**src/sdlp_pkg.sv**
```systemverilog
// shared constants for the signed decimal line parser
`default_nettype none

package sdlp_pkg;

	// parameter defaults
	localparam int MAX_FIELDS_DEF = 16;
	localparam int VALUE_BITS_DEF = 32;

	// fixed field widths
	localparam int LIMIT_W = 5;
	localparam int INDEX_W = 4;
	localparam logic [LIMIT_W-1:0] LIMIT_RESET = 5'd4;

	// character codes
	localparam logic [7:0] CH_NEWLINE = 8'd10;
	localparam logic [7:0] CH_PLUS    = 8'd43;
	localparam logic [7:0] CH_MINUS   = 8'd45;
	localparam logic [7:0] CH_ZERO    = 8'd48;
	localparam logic [7:0] CH_NINE    = 8'd57;

endpackage

`default_nettype wire

```
**src/signed_decimal_line_parser.sv**
```systemverilog
// Signed decimal line parser: ASCII bytes in, signed field values out.
//
// Input channel: in_valid/in_ready carry one rx_byte per word. A line ends
// at newline; each '+' or '-' opens a field whose value is the digit run
// just before the next sign or newline (zero if there is none).
// Output channel: out_valid/out_ready carry one word per field closed by a
// sign within the field limit, plus one per newline, holding its field.
// Bytes that close nothing (digits, other characters) give no word.
// Configuration: cfg_wr_en/cfg_wr_data write the field limit (reset 4);
// write it only while the parser holds no pending byte or result.
// Throughput: one byte per cycle unless a result waits on out_ready (see
// Stall). An accepted byte loads the input register; its result loads the
// result register once that register is free; the per-byte update is one
// multiply-by-ten-plus-digit with its clamp.
// Reset: all line state clears, both channels go empty, limit returns to 4.
// Stall: while a result waits on out_ready the input register still drains
// bytes that give no result; a byte that would give one holds in_ready low.
`default_nettype none

module signed_decimal_line_parser #(
	parameter int MAX_FIELDS = sdlp_pkg::MAX_FIELDS_DEF,
	parameter int VALUE_BITS = sdlp_pkg::VALUE_BITS_DEF
) (
	input  wire                              clk,
	input  wire                              arst_n,
	input  wire                              cfg_wr_en,
	input  wire [sdlp_pkg::LIMIT_W-1:0]      cfg_wr_data,
	input  wire                              in_valid,
	output logic                             in_ready,
	input  wire [7:0]                        rx_byte,
	output logic                             out_valid,
	input  wire                              out_ready,
	output logic signed [VALUE_BITS-1:0]     field_value,
	output logic [sdlp_pkg::INDEX_W-1:0]     field_index,
	output logic                             field_present,
	output logic                             last_in_line,
	output logic                             fields_dropped,
	output logic                             value_saturated
);
	import sdlp_pkg::*;

	localparam int MAG_W = VALUE_BITS - 1;
	localparam int CNT_W = $clog2(MAX_FIELDS + 2);
	localparam int CMP_W = (CNT_W > LIMIT_W) ? CNT_W : LIMIT_W;
	localparam int SUM_W = MAG_W + 4;
	localparam logic [MAG_W-1:0] MAG_MAX = {MAG_W{1'b1}};
	localparam logic [CNT_W-1:0] CNT_TOP = CNT_W'(MAX_FIELDS + 1);
	localparam logic [CMP_W-1:0] MAX_LIM = CMP_W'(MAX_FIELDS);

	// configuration register
	logic [LIMIT_W-1:0] field_limit_q;

	// input register
	logic       valid_s1;
	logic [7:0] byte_s1;

	// line state
	logic [MAG_W-1:0] mag_q;
	logic             neg_q;
	logic             open_q;
	logic [CNT_W-1:0] count_q;
	logic             clamp_q;
	logic             ovf_q;

	// next line state and result
	logic [MAG_W-1:0]   mag_n;
	logic               neg_n;
	logic               open_n;
	logic [CNT_W-1:0]   count_n;
	logic               clamp_n;
	logic               ovf_n;
	logic               res_valid;
	logic               res_present;
	logic               res_last;
	logic               res_dropped;
	logic               res_sat;
	logic [VALUE_BITS-1:0] res_value;
	logic [INDEX_W-1:0] res_index;

	// decode and helpers
	logic               is_nl;
	logic               is_sign;
	logic               is_digit;
	logic [CMP_W-1:0]   limit_ext;
	logic [CMP_W-1:0]   eff_lim;
	logic [CMP_W-1:0]   count_ext;
	logic [CMP_W-1:0]   cnt_inc_ext;
	logic [CMP_W-1:0]   idx_full;
	logic [CNT_W-1:0]   cnt_inc;
	logic               kept;
	logic [SUM_W-1:0]   mag_sum;
	logic               mag_clamp;
	logic [VALUE_BITS-1:0] mag_ext;
	logic [VALUE_BITS-1:0] signed_val;
	logic               out_free;
	logic               fire;

	// handshake: output register frees when empty or taken
	assign out_free = !out_valid || out_ready;
	assign fire     = valid_s1 && (out_free || !res_valid);
	assign in_ready = !valid_s1 || fire;

	// byte classes
	assign is_nl    = (byte_s1 == CH_NEWLINE);
	assign is_sign  = (byte_s1 == CH_PLUS) || (byte_s1 == CH_MINUS);
	assign is_digit = (byte_s1 >= CH_ZERO) && (byte_s1 <= CH_NINE);

	// effective limit and field position checks
	assign limit_ext   = CMP_W'(field_limit_q);
	assign eff_lim     = (limit_ext > MAX_LIM) ? MAX_LIM : limit_ext;
	assign count_ext   = CMP_W'(count_q);
	assign kept        = open_q && (count_q != '0) && (count_ext <= eff_lim);
	assign cnt_inc     = (count_q < CNT_TOP) ? count_q + CNT_W'(1) : count_q;
	assign cnt_inc_ext = CMP_W'(cnt_inc);
	assign idx_full    = count_ext - CMP_W'(1);

	// digit accumulate: mag*10 + d, clamped at the largest magnitude
	assign mag_sum   = (SUM_W'(mag_q) << 3) + (SUM_W'(mag_q) << 1)
		+ SUM_W'(byte_s1[3:0]);
	assign mag_clamp = (mag_sum > SUM_W'(MAG_MAX));

	// signed value of the open field
	assign mag_ext    = VALUE_BITS'(mag_q);
	assign signed_val = neg_q ? (VALUE_BITS'(0) - mag_ext) : mag_ext;

	// per-byte update
	always_comb begin
		mag_n       = mag_q;
		neg_n       = neg_q;
		open_n      = open_q;
		count_n     = count_q;
		clamp_n     = clamp_q;
		ovf_n       = ovf_q;
		res_valid   = 1'b0;
		res_present = kept;
		res_last    = 1'b0;
		res_dropped = ovf_q;
		res_sat     = kept && clamp_q;
		res_value   = kept ? signed_val : '0;
		res_index   = kept ? idx_full[INDEX_W-1:0] : '0;
		if (is_nl) begin
			res_valid = 1'b1;
			res_last  = 1'b1;
			mag_n     = '0;
			neg_n     = 1'b0;
			open_n    = 1'b0;
			count_n   = '0;
			clamp_n   = 1'b0;
			ovf_n     = 1'b0;
		end else if (is_sign) begin
			res_valid   = kept;
			ovf_n       = ovf_q || (cnt_inc_ext > eff_lim);
			res_dropped = ovf_n;
			count_n     = cnt_inc;
			neg_n       = (byte_s1 == CH_MINUS);
			mag_n       = '0;
			clamp_n     = 1'b0;
			open_n      = 1'b1;
		end else if (is_digit) begin
			if (open_q) begin
				if (mag_clamp) begin
					mag_n   = MAG_MAX;
					clamp_n = 1'b1;
				end else begin
					mag_n = mag_sum[MAG_W-1:0];
				end
			end
		end else begin
			mag_n   = '0;
			clamp_n = 1'b0;
		end
	end

	// configuration register
	always_ff @(posedge clk or negedge arst_n) begin
		if (!arst_n) begin
			field_limit_q <= LIMIT_RESET;
		end else if (cfg_wr_en) begin
			field_limit_q <= cfg_wr_data;
		end
	end

	// input register
	always_ff @(posedge clk or negedge arst_n) begin
		if (!arst_n) begin
			valid_s1 <= 1'b0;
		end else if (in_ready) begin
			valid_s1 <= in_valid;
		end
	end

	always_ff @(posedge clk) begin
		if (in_valid && in_ready) begin
			byte_s1 <= rx_byte;
		end
	end

	// line state
	always_ff @(posedge clk or negedge arst_n) begin
		if (!arst_n) begin
			mag_q   <= '0;
			neg_q   <= 1'b0;
			open_q  <= 1'b0;
			count_q <= '0;
			clamp_q <= 1'b0;
			ovf_q   <= 1'b0;
		end else if (fire) begin
			mag_q   <= mag_n;
			neg_q   <= neg_n;
			open_q  <= open_n;
			count_q <= count_n;
			clamp_q <= clamp_n;
			ovf_q   <= ovf_n;
		end
	end

	// result register valid
	always_ff @(posedge clk or negedge arst_n) begin
		if (!arst_n) begin
			out_valid <= 1'b0;
		end else if (out_free) begin
			out_valid <= fire && res_valid;
		end
	end

	// result register payload
	always_ff @(posedge clk) begin
		if (out_free && fire && res_valid) begin
			field_value     <= res_value;
			field_index     <= res_index;
			field_present   <= res_present;
			last_in_line    <= res_last;
			fields_dropped  <= res_dropped;
			value_saturated <= res_sat;
		end
	end

endmodule

`default_nettype wire

```
**config.mk**
```make
export PLATFORM = sky130hd
export DESIGN_NAME = signed_decimal_line_parser
export DESIGN_NICKNAME = d
export VERILOG_FILES = /design/src/sdlp_pkg.sv /design/src/signed_decimal_line_parser.sv
export SDC_FILE = /design/constraint.sdc
export NUM_CORES = 1
export LEC_CHECK = 0
export ABC_AREA = 0
export BUFFER_PORTS_ARGS = -buffer_cell sky130_fd_sc_hd__buf_2
export CAP_MARGIN = 10
export CORE_ASPECT_RATIO = 1.2
export CORE_UTILIZATION = 55
export CTS_CLUSTER_DIAMETER = 120
export DETAILED_ROUTE_END_ITERATION = 6
export HOLD_SLACK_MARGIN = 0.02
export MAX_ROUTING_LAYER = met4
export PLACE_DENSITY = 0.81
export SLEW_MARGIN = 20
export SYNTH_ARGS = -nofsm -noshare
export SYNTH_HDL_FRONTEND = slang
export SYNTH_SLANG_ARGS = --single-unit
```
**constraint.sdc**
```tcl
create_clock -name clk -period 4.05 [get_ports clk]
set_clock_uncertainty 0.05 [all_clocks]
set_input_delay 0.81 -clock clk [delete_from_list [all_inputs] [get_ports clk]]
set_output_delay 0.81 -clock clk [all_outputs]
set_load 0.005 [all_outputs]
```
==> results.md, run 1 <==
* Synth area leaders: edfxtp_1 21%, dfrtp_1 17%, ha_1 14%, xor2_1 4.3%, nand2_1 4.1%
* Tcrit/Tclk final at about 93%
* Initial antenna violation count at 0
* Syn Inst Count at 713
* CTS root buf: clkbuf_16
* Pre-CTS setup slack at 0.379 ns
* Netlist cell types at 74
* Hpwl dp at roughly 13 mm
* # hold bufs at CTS at 0
* Share of the synthesized area in the top cell type at 21.0%
* Cell mode on critical path: fa_1
* TNS Setup at 0 ns
* Initial Utilization at between 50% and 60%
* Routed vias/inst at 6.17
* Full die area at 12,900 um^2
* DIE WIDTH at about 100 um
* Routed Antenna Nets at 0
* EDFF count, synth at 48
* Area grow syn2layout at 11.0%
* Syn avg cell area at a little under 10 um^2
* CP max stage delay at 0.50 ns
* #FFs+latches synth at between 90 and 100
* CP Launch Type: flip-flop
* Share of layout cells above drive strength 1 at ~14%
* Port bufs at 59
* Post-CTS Setup Inserts at 0
* Pleak at 3.38 nW
* Total wire length at between 15 and 20 mm
* Crit-path slowest cell: fa_1
* Total vias in the final route at 5,745
* Vias in the first global route at 5,756
* Setup repair after global routing missed its margin: false
* # fillers at 972
* Nets at 860
* PD cells at 269 nW/um^2
* Setup slack after layout at 0.298 ns
* Critical Path AT at between 3 and 4 ns
* Die height at 124 um
* Final Max Tran Viols at 0
* CP top delay family: compound AO/OA/AOI/OAI gates
* Minimum clock period at 3.75 ns
* I/O pin total at 60
* Fin Hold WS at between 0.4 and 0.5 ns
* Setup Viol. Count Final at 0
* Routed WL per cell at between 15 and 20 um
* Core area at 12,100 um^2
* Buf/Inv on CP at 2
* Worst Max-Slew Pin Slew at 1.01 ns
* # rows at 44
* Slew HR at 33.0%
* Clock Tree Buf Depth at 2
* Most instantiated cells after synthesis: 75 x ha_1, 75 x nand2_1, 55 x nor2_1
* CTS clk-pin slew, worst paths at 0.07 ns
* Largest net degree at the start of global routing at 48
* Post-synth ARST share at 49.5%
* Worst VDD drop at 0.218 mV
* Max cap viols at 0
* Clk_lat worst skew at 0.34 ns
* PostCTS Resize Cnt at 0
* Detailed Routing Iterations Pass 1 at 5
* Total track usage at 27.4%
* Iter 0 DRT Violations at 510
* Post-synth top area cell: edfxtp_1
* Sequential fraction of the synthesis area at 38.2%
* RePlAce Congestion at ~1.0
* Grt ovf at 0
* Final hold violations at 0
* # H-tree levels at 3
* Post-route DRC at 0
* Crit-path cells: inv_1, fa_1, fa_1, nand2b_1, a21oi_1, o21a_1, o2111ai_1, a211oi_1, o21ai_2, a21oi_2, buf_4, o211ai_1
* Clock Sink Count at 95
* Critical path type: flip-flop to flip-flop
* Total CTS buffers at 9
* Hold crit path type: input pin to async pin
* Crit path max fanout at 26
* Syn_nets at 808
* Worst EP required at 4.20 ns
* Ant. Diodes at 0
* First-pass GRT wire length at ~28 mm
* CTS tree: built
* Post-synth top flop: edfxtp_1
* Worst setup EP type: flip-flop
* Ys Warns at 0
* Cell Area, Synth at between 6000 and 7000 um^2
* Fmax at 267 MHz
* Outcome: completed
## final timing paths
| path | from | endpoint | slack, ns | depth (start not counted) |
|---|---|---|---|---|
| hold / removal | arst_n | count_ext[2]$_DFFE_PN0P_ | 0.43 | 1 |
| hold reg to reg | field_limit_q[0]$_DFFE_PN0P_ | field_limit_q[0]$_DFFE_PN0P_ | 0.47 | 1 |
| min in group clk | field_limit_q[0]$_DFFE_PN0P_ | field_limit_q[0]$_DFFE_PN0P_ | 0.47 | 1 |
| max in group asynchronous | arst_n | mag_q[3]$_DFFE_PN0P_ | 3.11 | 1 |
| setup reg to reg | mag_q[2]$_DFFE_PN0P_ | mag_q[26]$_DFFE_PN0P_ | 0.30 | 12 |
| setup / recovery | mag_q[2]$_DFFE_PN0P_ | mag_q[26]$_DFFE_PN0P_ | 0.30 | 12 |
## state kept, by name, summed over array words and instances (netlist names)
name / count
neg_q: 1
last_in_line: 1
valid_s1: 1
byte_s1: 8
field_limit_q: 5
fields_dropped: 1
field_value: 32
value_saturated: 1
out_valid: 1
field_present: 1
clamp_q: 1
field_index: 4
open_q: 1
count_ext: 5
mag_q: 31
ovf_q: 1
## cells by family after synthesis
group	Yosys count	share of synthesized area, %
simple gates	220	16.1
flops	95	38.2
xor+xnor	55	7.14
buf+inv	57	3.49
compound gates	201	19.5
mux	8	1.24
fa+ha+maj	77	14.3
## layer usage
| layer | global-route usage (%) | vias up | share of wire [%] |
|---|---|---|---|
| li1 | - | 2746 | - |
| met4 | 11.4 | 0 | 3.0 |
| met3 | 3.47 | 36 | 5.5 |
| met2 | 45.9 | 226 | 49 |
| met1 | 33.4 | 2737 | 43 |
| met5 | - | - | 0 |
## cells in the final DEF, fill, tap and decap left out, drive strengths merged, types with 5 or more instances in the layout
master / count
o21ai: 65
o41ai: 6
or4: 5
buf: 68
a21oi: 35
o21a: 9
dfrtp: 46
nor2: 56
a22oi: 17
nand2: 76
o31ai: 10
nand2b: 7
nor3: 14
nor4: 6
nand4: 10
clkbuf: 9
a21o: 8
edfxtp: 48
xnor2: 21
o211ai: 14
nand3: 13
ha: 75
and3: 5
nor2b: 9
inv: 33
xor2: 34
a211oi: 10
## where the power goes
part	leakage [nW]	total [mW]	switching [mW]	internal, mW
logic	2.21	0.154	0.0939	0.0597
clock network	0.147	0.845	0.360	0.485
registers	1.02	1.05	0.0178	1.03
## final cells by class
cell class	count	area, um^2	area share [%]
timing repair buffer	68	365	4.80
inverter	30	113	1.48
clock buffer	9	225	2.96
sequential	95	2620	34.4
multi-input combinational	561	4000	52.6
tap	161	201	2.65
clock inverter	7	77.6	1.02
## worst reg2reg max path, delay by kind of cell (launching register included)
family | cells | cell delay (ns)
and+or+nand+nor | 1 | 0.20
AOI/OAI and AO/OA | 7 | 1.54
DFF | 1 | 0.49
adders and majority gates | 2 | 0.96
buffers and inverters | 2 | 0.39
## through the flow
step	area [um^2]	power [mW]	std cells	util, %
final	7600	2.04	931	62.8
after global routing	7600	2.11	931	62.8
after CTS	7600	2.05	931	62.8
after detailed placement	7300	1.22	915	60.3
after global placement	7300	1.21	915	60.3
after floorplan	6850	1.16	713	-
(Power assumes the default switching activity.)
==> inputs of run 2 (changes only) <==
Settings changed: CAP_MARGIN 10 to 20, CORE_ASPECT_RATIO 1.2 to 2.
==> run 2 against run 1 <==
Net effect:
- largest cell class unchanged
- critical endpoint is now mag_q[3]$_DFFE_PN0P_
- non-clock buffer count up 2
- clock power increased by 8.4%
- die area increased by 0.19%
- critical path depth unchanged
- global-route usage is 5.1 points higher
- sequential power hardly changed
- final cell count is 1.3% lower
- via count grew 3.7%
- worst hold slack got worse by 0.0013 ns
- highest routed layer unchanged
==> results.md, run 2 (synthesis results as in run 1) <==
* Outcome: completed (unchanged)
* Worst setup EP type: flip-flop (unchanged)
* Hpwl dp at 14.5 mm (was 12.6 mm)
* Slew HR at 26.9% (was 33.0%)
* Worst VDD drop at 0.292 mV (was 0.218 mV)
* FF-to-FF path depth at 12 (unchanged)
* Sw power at 0.483 mW (was 0.472 mW)
* Most frequent cells in the layout: 75 x nand2_1, 75 x ha_1, 58 x buf_2, 54 x nor2_1, 48 x edfxtp_1 (unchanged)
* Comb pwr share at 7.6% (was 7.5%)
* Final core occ at 62.8% (about the same)
* Final hold violations at 0 (unchanged)
* Crit-path slowest cell: fa_1 (unchanged)
* Reg-to-reg endpoint: mag_q[3]$_DFFE_PN0P_ (was mag_q[26]$_DFFE_PN0P_)
* Largest registers: field_value: 32 flops, mag_q: 31 flops, byte_s1: 8 flops (unchanged)
* Total CTS buffers at 9 (unchanged)
* PD cells at 279 nW/um^2 (was 269 nW/um^2)
* Routed WL per cell at 21.0 um (was 17.6 um)
* Crit path max fanout at 26 (unchanged)
* I/O pin total at 60 (unchanged)
* Crit Reg-Reg Startpoint: mag_q[2]$_DFFE_PN0P_ (unchanged)
* R2R setup slack at 0.37 ns (was 0.30 ns)
* Fin Hold WS at 0.429 ns (was 0.430 ns)
* Worst EP required at 4.21 ns (was 4.20 ns)
* Total vias in the final route at 5,957 (was 5,745)
* Core area at 12,100 um^2 (about the same)
* Critical path type: flip-flop to flip-flop (unchanged)
* Clock Sink Count at 95 (unchanged)
* Die height at 160 um (was 124 um)
* PostCTS Resize Cnt at 0 (unchanged)
* Initial antenna violation count at 0 (unchanged)
* Met3 Use GR at 4.29% (was 3.47%)
* Met2 Use GR at 57.2% (was 45.9%)
* Post-CTS Setup Inserts at 0 (unchanged)
* Initial Utilization at 56.5% (about the same)
* Pleak at 3.40 nW (was 3.38 nW)
* Iter 0 DRT Violations at 535 (was 510)
* Hold crit path type: input pin to async pin (unchanged)
* Cell mode on critical path: fa_1 (unchanged)
* Placed cell areas at 7300 um^2 (about the same)
* Clock power frac at 43.1% (was 41.3%)
* Final Max Tran Viols at 0 (unchanged)
* Setup Viol. Count Final at 0 (unchanged)
* Area grow syn2layout at 11.3% (was 11.0%)
* Post-route DRC at 0 (unchanged)
* First-pass GRT wire length at 30.8 mm (was 27.7 mm)
* # fillers at 944 (was 972)
* Grt met1 use at 29.2% (was 33.4%)
* CP max stage delay at 0.49 ns (was 0.50 ns)
* Routed vias/inst at 6.48 (was 6.17)
* CP Launch Type: flip-flop (unchanged)
* Tcrit/Tclk final at 91.0% (was 92.6%)
* # hold bufs at CTS at 0 (unchanged)
* Full die area at 12,900 um^2 (about the same)
* Max cap viols at 0 (unchanged)
* Grt ovf at 0 (unchanged)
* Global route hottest layer: met2 (unchanged)
* Worst Max-Slew Pin Slew at 1.10 ns (was 1.01 ns)
* Largest net degree at the start of global routing at 48 (unchanged)
* Crit-path cells: inv_1, fa_1, fa_1, nand2b_1, a21oi_1, o21a_1, o2111ai_1, a211oi_1, o21ai_2, a21oi_2, buf_4, o21ai_0 (was inv_1, fa_1, fa_1, nand2b_1, a21oi_1, o21a_1, o2111ai_1, a211oi_1, o21ai_2, a21oi_2, buf_4, o211ai_1)
* Vias in the first global route at 6,310 (was 5,756)
* TNS Setup at 0 ns (unchanged)
* Total track usage at 32.5% (was 27.4%)
* # rows at 57 (was 44)
* CTS root buf: clkbuf_16 (unchanged)
* CTS tree: built (unchanged)
* Ant. Diodes at 0 (unchanged)
* Routed Antenna Nets at 0 (unchanged)
* Multi-input logic area at 4000 um^2 (unchanged)
* Nets at 862 (was 860)
* DIE WIDTH at 80.9 um (was 104 um)
* Clk_lat worst skew at 0.34 ns (about the same)
* Port bufs at 59 (unchanged)
* Critical Path AT at 3.85 ns (was 3.90 ns)
* Detailed Routing Iterations Pass 1 at 5 (unchanged)
* Sequential power share at 49.3% (was 51.2%)
* Setup repair after global routing missed its margin: false (unchanged)
* Post-route cell area at 7620 um^2 (was 7600 um^2)
* Tot Pwr at 2.13 mW (was 2.04 mW)
* Max reg flops at 32 (unchanged)
* Fmax at 271 MHz (was 267 MHz)
* Total wire length at 19.3 mm (was 16.4 mm)
* Clock Tree Buf Depth at 2 (unchanged)
* # H-tree levels at 3 (unchanged)
* Share of layout cells above drive strength 1 at 14.5% (was 14.4%)
* Most flops, register: field_value (unchanged)
* CTS clk-pin slew, worst paths at 0.07 ns (about the same)
* Minimum clock period at 3.68 ns (was 3.75 ns)
* Sequential cell area at 2620 um^2 (unchanged)
* RePlAce Congestion at 1.02 (was 1.04)
* Pint at 1.64 mW (was 1.57 mW)
* Switch share at 22.7% (was 23.1%)
run 2: cell count changes in the layout (fill, tap and decap cells not counted), sizes merged:
cell,delta
clkinvlp,-1
buf,+2
clkinv,+1
bufinv,+1
inv,-2
clkbuf,+1
run 2: critical path, delay by kind of cell (launching register included):
family                     cells  cell delay (ns)
AOI/OAI and AO/OA              7             1.49
adders and majority gates      2             0.95
DFF                            1             0.48
buffers and inverters          2             0.39
and+or+nand+nor                1             0.19
run 2: power groups by stage:
| stage | Clock, mW | Sequential (mW) | Combinational (mW) |
|---|---|---|---|
| 3_3_place_gp | 0 | 1.07 | 0.146 |
| 2_1_floorplan | 0 | 1.06 | 0.105 |
| 5_1_grt | 0.943 | 1.05 | 0.179 |
| 4_1_cts | 0.914 | 1.05 | 0.161 |
| 6_report | 0.916 | 1.05 | 0.162 |
| 3_5_place_dp | 0 | 1.07 | 0.156 |
run 2: layout make-up:
cell class	instances	share of cell area, %
multi-input cells	561	52.5
flip-flops and latches	95	34.4
repair buffers	70	4.99
clock buffers	10	3.14
well taps	147	2.41
inverters	30	1.48
clock inverters	6	1.08
run 2: metrics by stage:
| step | cells | setup WS, ns |
|---|---|---|
| 2_1_floorplan | 713 | 0.0388 |
| 3_3_place_gp | 903 | 0.550 |
| 3_5_place_dp | 903 | 0.415 |
| 4_1_cts | 919 | 0.388 |
| 5_1_grt | 919 | 0.0710 |
| 6_report | 919 | 0.366 |
run 2: worst max-delay path by stage:
| stage | from | endpoint | slack (ns) | cells past startpoint |
|---|---|---|---|---|
| CTS | mag_q[2]$_DFFE_PN0P_ | mag_q[28]$_DFFE_PN0P_ | 0.39 | 12 |
| global route | mag_q[2]$_DFFE_PN0P_ | mag_q[4]$_DFFE_PN0P_ | 0.07 | 12 |
| detailed placement | mag_q[2]$_DFFE_PN0P_ | mag_q[28]$_DFFE_PN0P_ | 0.42 | 12 |
| finish | mag_q[2]$_DFFE_PN0P_ | mag_q[3]$_DFFE_PN0P_ | 0.37 | 12 |
| floorplan | field_limit_q[4]$_DFFE_PN0P_ | field_index[0]$_SDFFCE_PN0P_ | 0.04 | 12 |
| global placement | mag_q[2]$_DFFE_PN0P_ | mag_q[28]$_DFFE_PN0P_ | 0.55 | 12 |
run 2: routing by layer:
layer  vias up  share of wire [%]
met3       124                5.3
li1       2748                  -
met5         -                  0
met1      2788                 32
met2       297                 53
met4         0                9.2
==> inputs of run 3 (changes only) <==
--- a/config.mk
+++ b/config.mk
@@ -10,4 +10,5 @@
 export CAP_MARGIN = 20
 export CORE_ASPECT_RATIO = 2
+export CORE_MARGIN = 3
 export CORE_UTILIZATION = 55
 export CTS_CLUSTER_DIAMETER = 120
==> constraint.sdc (replaced) <==
create_clock -name clk -period 4.05 [get_ports clk]
set_clock_uncertainty 0.05 [all_clocks]
set_input_delay 0.6075 -clock clk [delete_from_list [all_inputs] [get_ports clk]]
set_output_delay 0.6075 -clock clk [all_outputs]
set_load 0.005 [all_outputs]
==> run 3 against run 2 <==
Net effect:
- global-route usage shrank 4.1 points
- sequential power is essentially flat
- highest routed layer unchanged
- largest power group unchanged
- non-clock buffer count grew 1
- critical path type unchanged
- largest cell class unchanged
- design area shrank 0.51%
- critical path depth is the same
- clock power shrank 16%
- count of clock-buffer cells in the layout is the same
- final cell count grew 0.11%
==> results.md, run 3 (synthesis results as in run 1) <==
* Slew HR at 31.3% (was 26.9%)
* Worst VDD drop at 0.372 mV (was 0.292 mV)
* Final hold violations at 0 (unchanged)
* Tcrit/Tclk final at 91.1% (was 91.0%)
* Share of layout cells above drive strength 1 at 14.5% (about the same)
* Sequential cell area at 2620 um^2 (unchanged)
* DIE WIDTH at 84.9 um (was 80.9 um)
* Largest net degree at the start of global routing at 48 (unchanged)
* Nets at 863 (was 862)
* # rows at 57 (unchanged)
* TNS Setup at 0 ns (unchanged)
* Routed Antenna Nets at 0 (unchanged)
* Initial antenna violation count at 0 (unchanged)
* Pleak at 3.38 nW (was 3.40 nW)
* Setup Viol. Count Final at 0 (unchanged)
* Clock Tree Buf Depth at 2 (unchanged)
* Outcome: completed (unchanged)
* Core area at 12,200 um^2 (was 12,100 um^2)
* Die height at 164 um (was 160 um)
* Routed WL per cell at 20.1 um (was 21.0 um)
* Ant. Diodes at 0 (unchanged)
* Total track usage at 28.3% (was 32.5%)
* Worst EP required at 4.22 ns (was 4.21 ns)
* First-pass GRT wire length at 30.1 mm (was 30.8 mm)
* Setup repair after global routing missed its margin: false (unchanged)
* Grt ovf at 0 (unchanged)
* CTS root buf: clkbuf_16 (unchanged)
* RePlAce Congestion at 0.952 (was 1.02)
* CTS clk-pin slew, worst paths at 0.07 ns (about the same)
* Detailed Routing Iterations Pass 1 at 6 (was 5)
* Hold crit path type: input pin to async pin (unchanged)
* PD cells at 260 nW/um^2 (was 279 nW/um^2)
* Post-route cell area at 7580 um^2 (was 7620 um^2)
* Minimum clock period at 3.69 ns (was 3.68 ns)
* Critical Path AT at 3.86 ns (was 3.85 ns)
* Total vias in the final route at 5,878 (was 5,957)
* Worst setup EP type: flip-flop (unchanged)
* Most flops, register: field_value (unchanged)
* CP Launch Type: flip-flop (unchanged)
* Port bufs at 59 (unchanged)
* Vias in the first global route at 6,168 (was 6,310)
* Max reg flops at 32 (unchanged)
* Crit path max fanout at 19 (was 26)
* Routed vias/inst at 6.39 (was 6.48)
* # H-tree levels at 3 (unchanged)
* Initial Utilization at 56.2% (was 56.5%)
* # hold bufs at CTS at 0 (unchanged)
* Post-route DRC at 0 (unchanged)
* Max cap viols at 0 (unchanged)
* Worst Max-Slew Pin Slew at 1.03 ns (was 1.10 ns)
* Iter 0 DRT Violations at 355 (was 535)
* Largest registers: field_value: 32 flops, mag_q: 31 flops, byte_s1: 8 flops (unchanged)
* Most frequent cells in the layout: 75 x nand2_1, 75 x ha_1, 59 x buf_2, 54 x nor2_1, 48 x edfxtp_1 (was 75 x nand2_1, 75 x ha_1, 58 x buf_2, 54 x nor2_1, 48 x edfxtp_1)
* Clock Sink Count at 95 (unchanged)
* Clk_lat worst skew at 0.35 ns (was 0.34 ns)
* CTS tree: built (unchanged)
* Critical path type: flip-flop to flip-flop (unchanged)
* Post-CTS Setup Inserts at 0 (unchanged)
* Total CTS buffers at 9 (unchanged)
* Placed cell areas at 7320 um^2 (was 7300 um^2)
* Fmax at 271 MHz (about the same)
* Multi-input logic area at 4000 um^2 (unchanged)
* Fin Hold WS at 0.307 ns (was 0.429 ns)
* Hpwl dp at 14.5 mm (about the same)
* PostCTS Resize Cnt at 0 (unchanged)
* I/O pin total at 60 (unchanged)
* Final Max Tran Viols at 0 (unchanged)
* # fillers at 1,006 (was 944)
* Total wire length at 18.5 mm (was 19.3 mm)
* Tot Pwr at 1.97 mW (was 2.13 mW)
* Area grow syn2layout at 10.7% (was 11.3%)
* Full die area at 13,900 um^2 (was 12,900 um^2)
run 3: layout make-up:
class                      count  area share, %
multi-input combinational    561           52.8
sequential                    95           34.5
timing repair buffer          71           5.25
clock buffer                  10           3.02
tap                          147           2.43
inverter                      30           1.49
clock inverter                 6          0.479
run 3: metrics by stage:
step           util [%]  worst slack [ns]  instances
2_1_floorplan         -            0.0388        713
3_3_place_gp       60.0             0.570        904
3_5_place_dp       60.0             0.398        904
4_1_cts            62.2             0.393        920
5_1_grt            62.2            0.0955        920
6_report           62.2             0.362        920
run 3: worst max-delay path, stage by stage (launching register included):
cell and delay (ns):
dfrtp_1 0.49, inv_1 0.09, fa_1 0.50, fa_1 0.45, nand2b_1 0.19, a21oi_1 0.26, o21a_1 0.19, o2111ai_1 0.23
a211oi_1 0.37, o21ai_2 0.16, a21oi_2 0.19, buf_4 0.27, o211ai_1 0.11
run 3: where the power goes:
group	internal, mW	switching (mW)	leakage [nW]
clock network	0.414	0.352	0.134
registers	1.03	0.0198	1.02
logic	0.0594	0.0964	2.23
total	1.50	0.468	3.38
run 3: final timing paths:
kind | cells past startpoint | slack [ns] | endpoint | from
setup / recovery | 12 | 0.36 | mag_q[19]$_DFFE_PN0P_ | mag_q[2]$_DFFE_PN0P_
hold / removal | 2 | 0.31 | out_valid$_DFFE_PN0N_ | arst_n
setup reg to reg | 12 | 0.36 | mag_q[19]$_DFFE_PN0P_ | mag_q[2]$_DFFE_PN0P_
hold reg to reg | 2 | 0.45 | ovf_q$_DFFE_PN0P_ | ovf_q$_DFFE_PN0P_
max in group asynchronous | 2 | 3.20 | field_limit_q[1]$_DFFE_PN0P_ | arst_n
min in group clk | 1 | 0.39 | byte_s1[6]$_DFFE_PP_ | rx_byte[6]
run 3: routing by layer:
| layer | part of all wire, % | wire, um | vias up | GRT usage, % |
|---|---|---|---|---|
| li1 | - | - | 2750 | - |
| met1 | 34 | 6190 | 2846 | 26.4 |
| met2 | 56 | 10400 | 206 | 52.9 |
| met3 | 3.2 | 594 | 76 | 2.71 |
| met4 | 7.0 | 1290 | 0 | 19.7 |
| met5 | 0 | 0 | - | - |
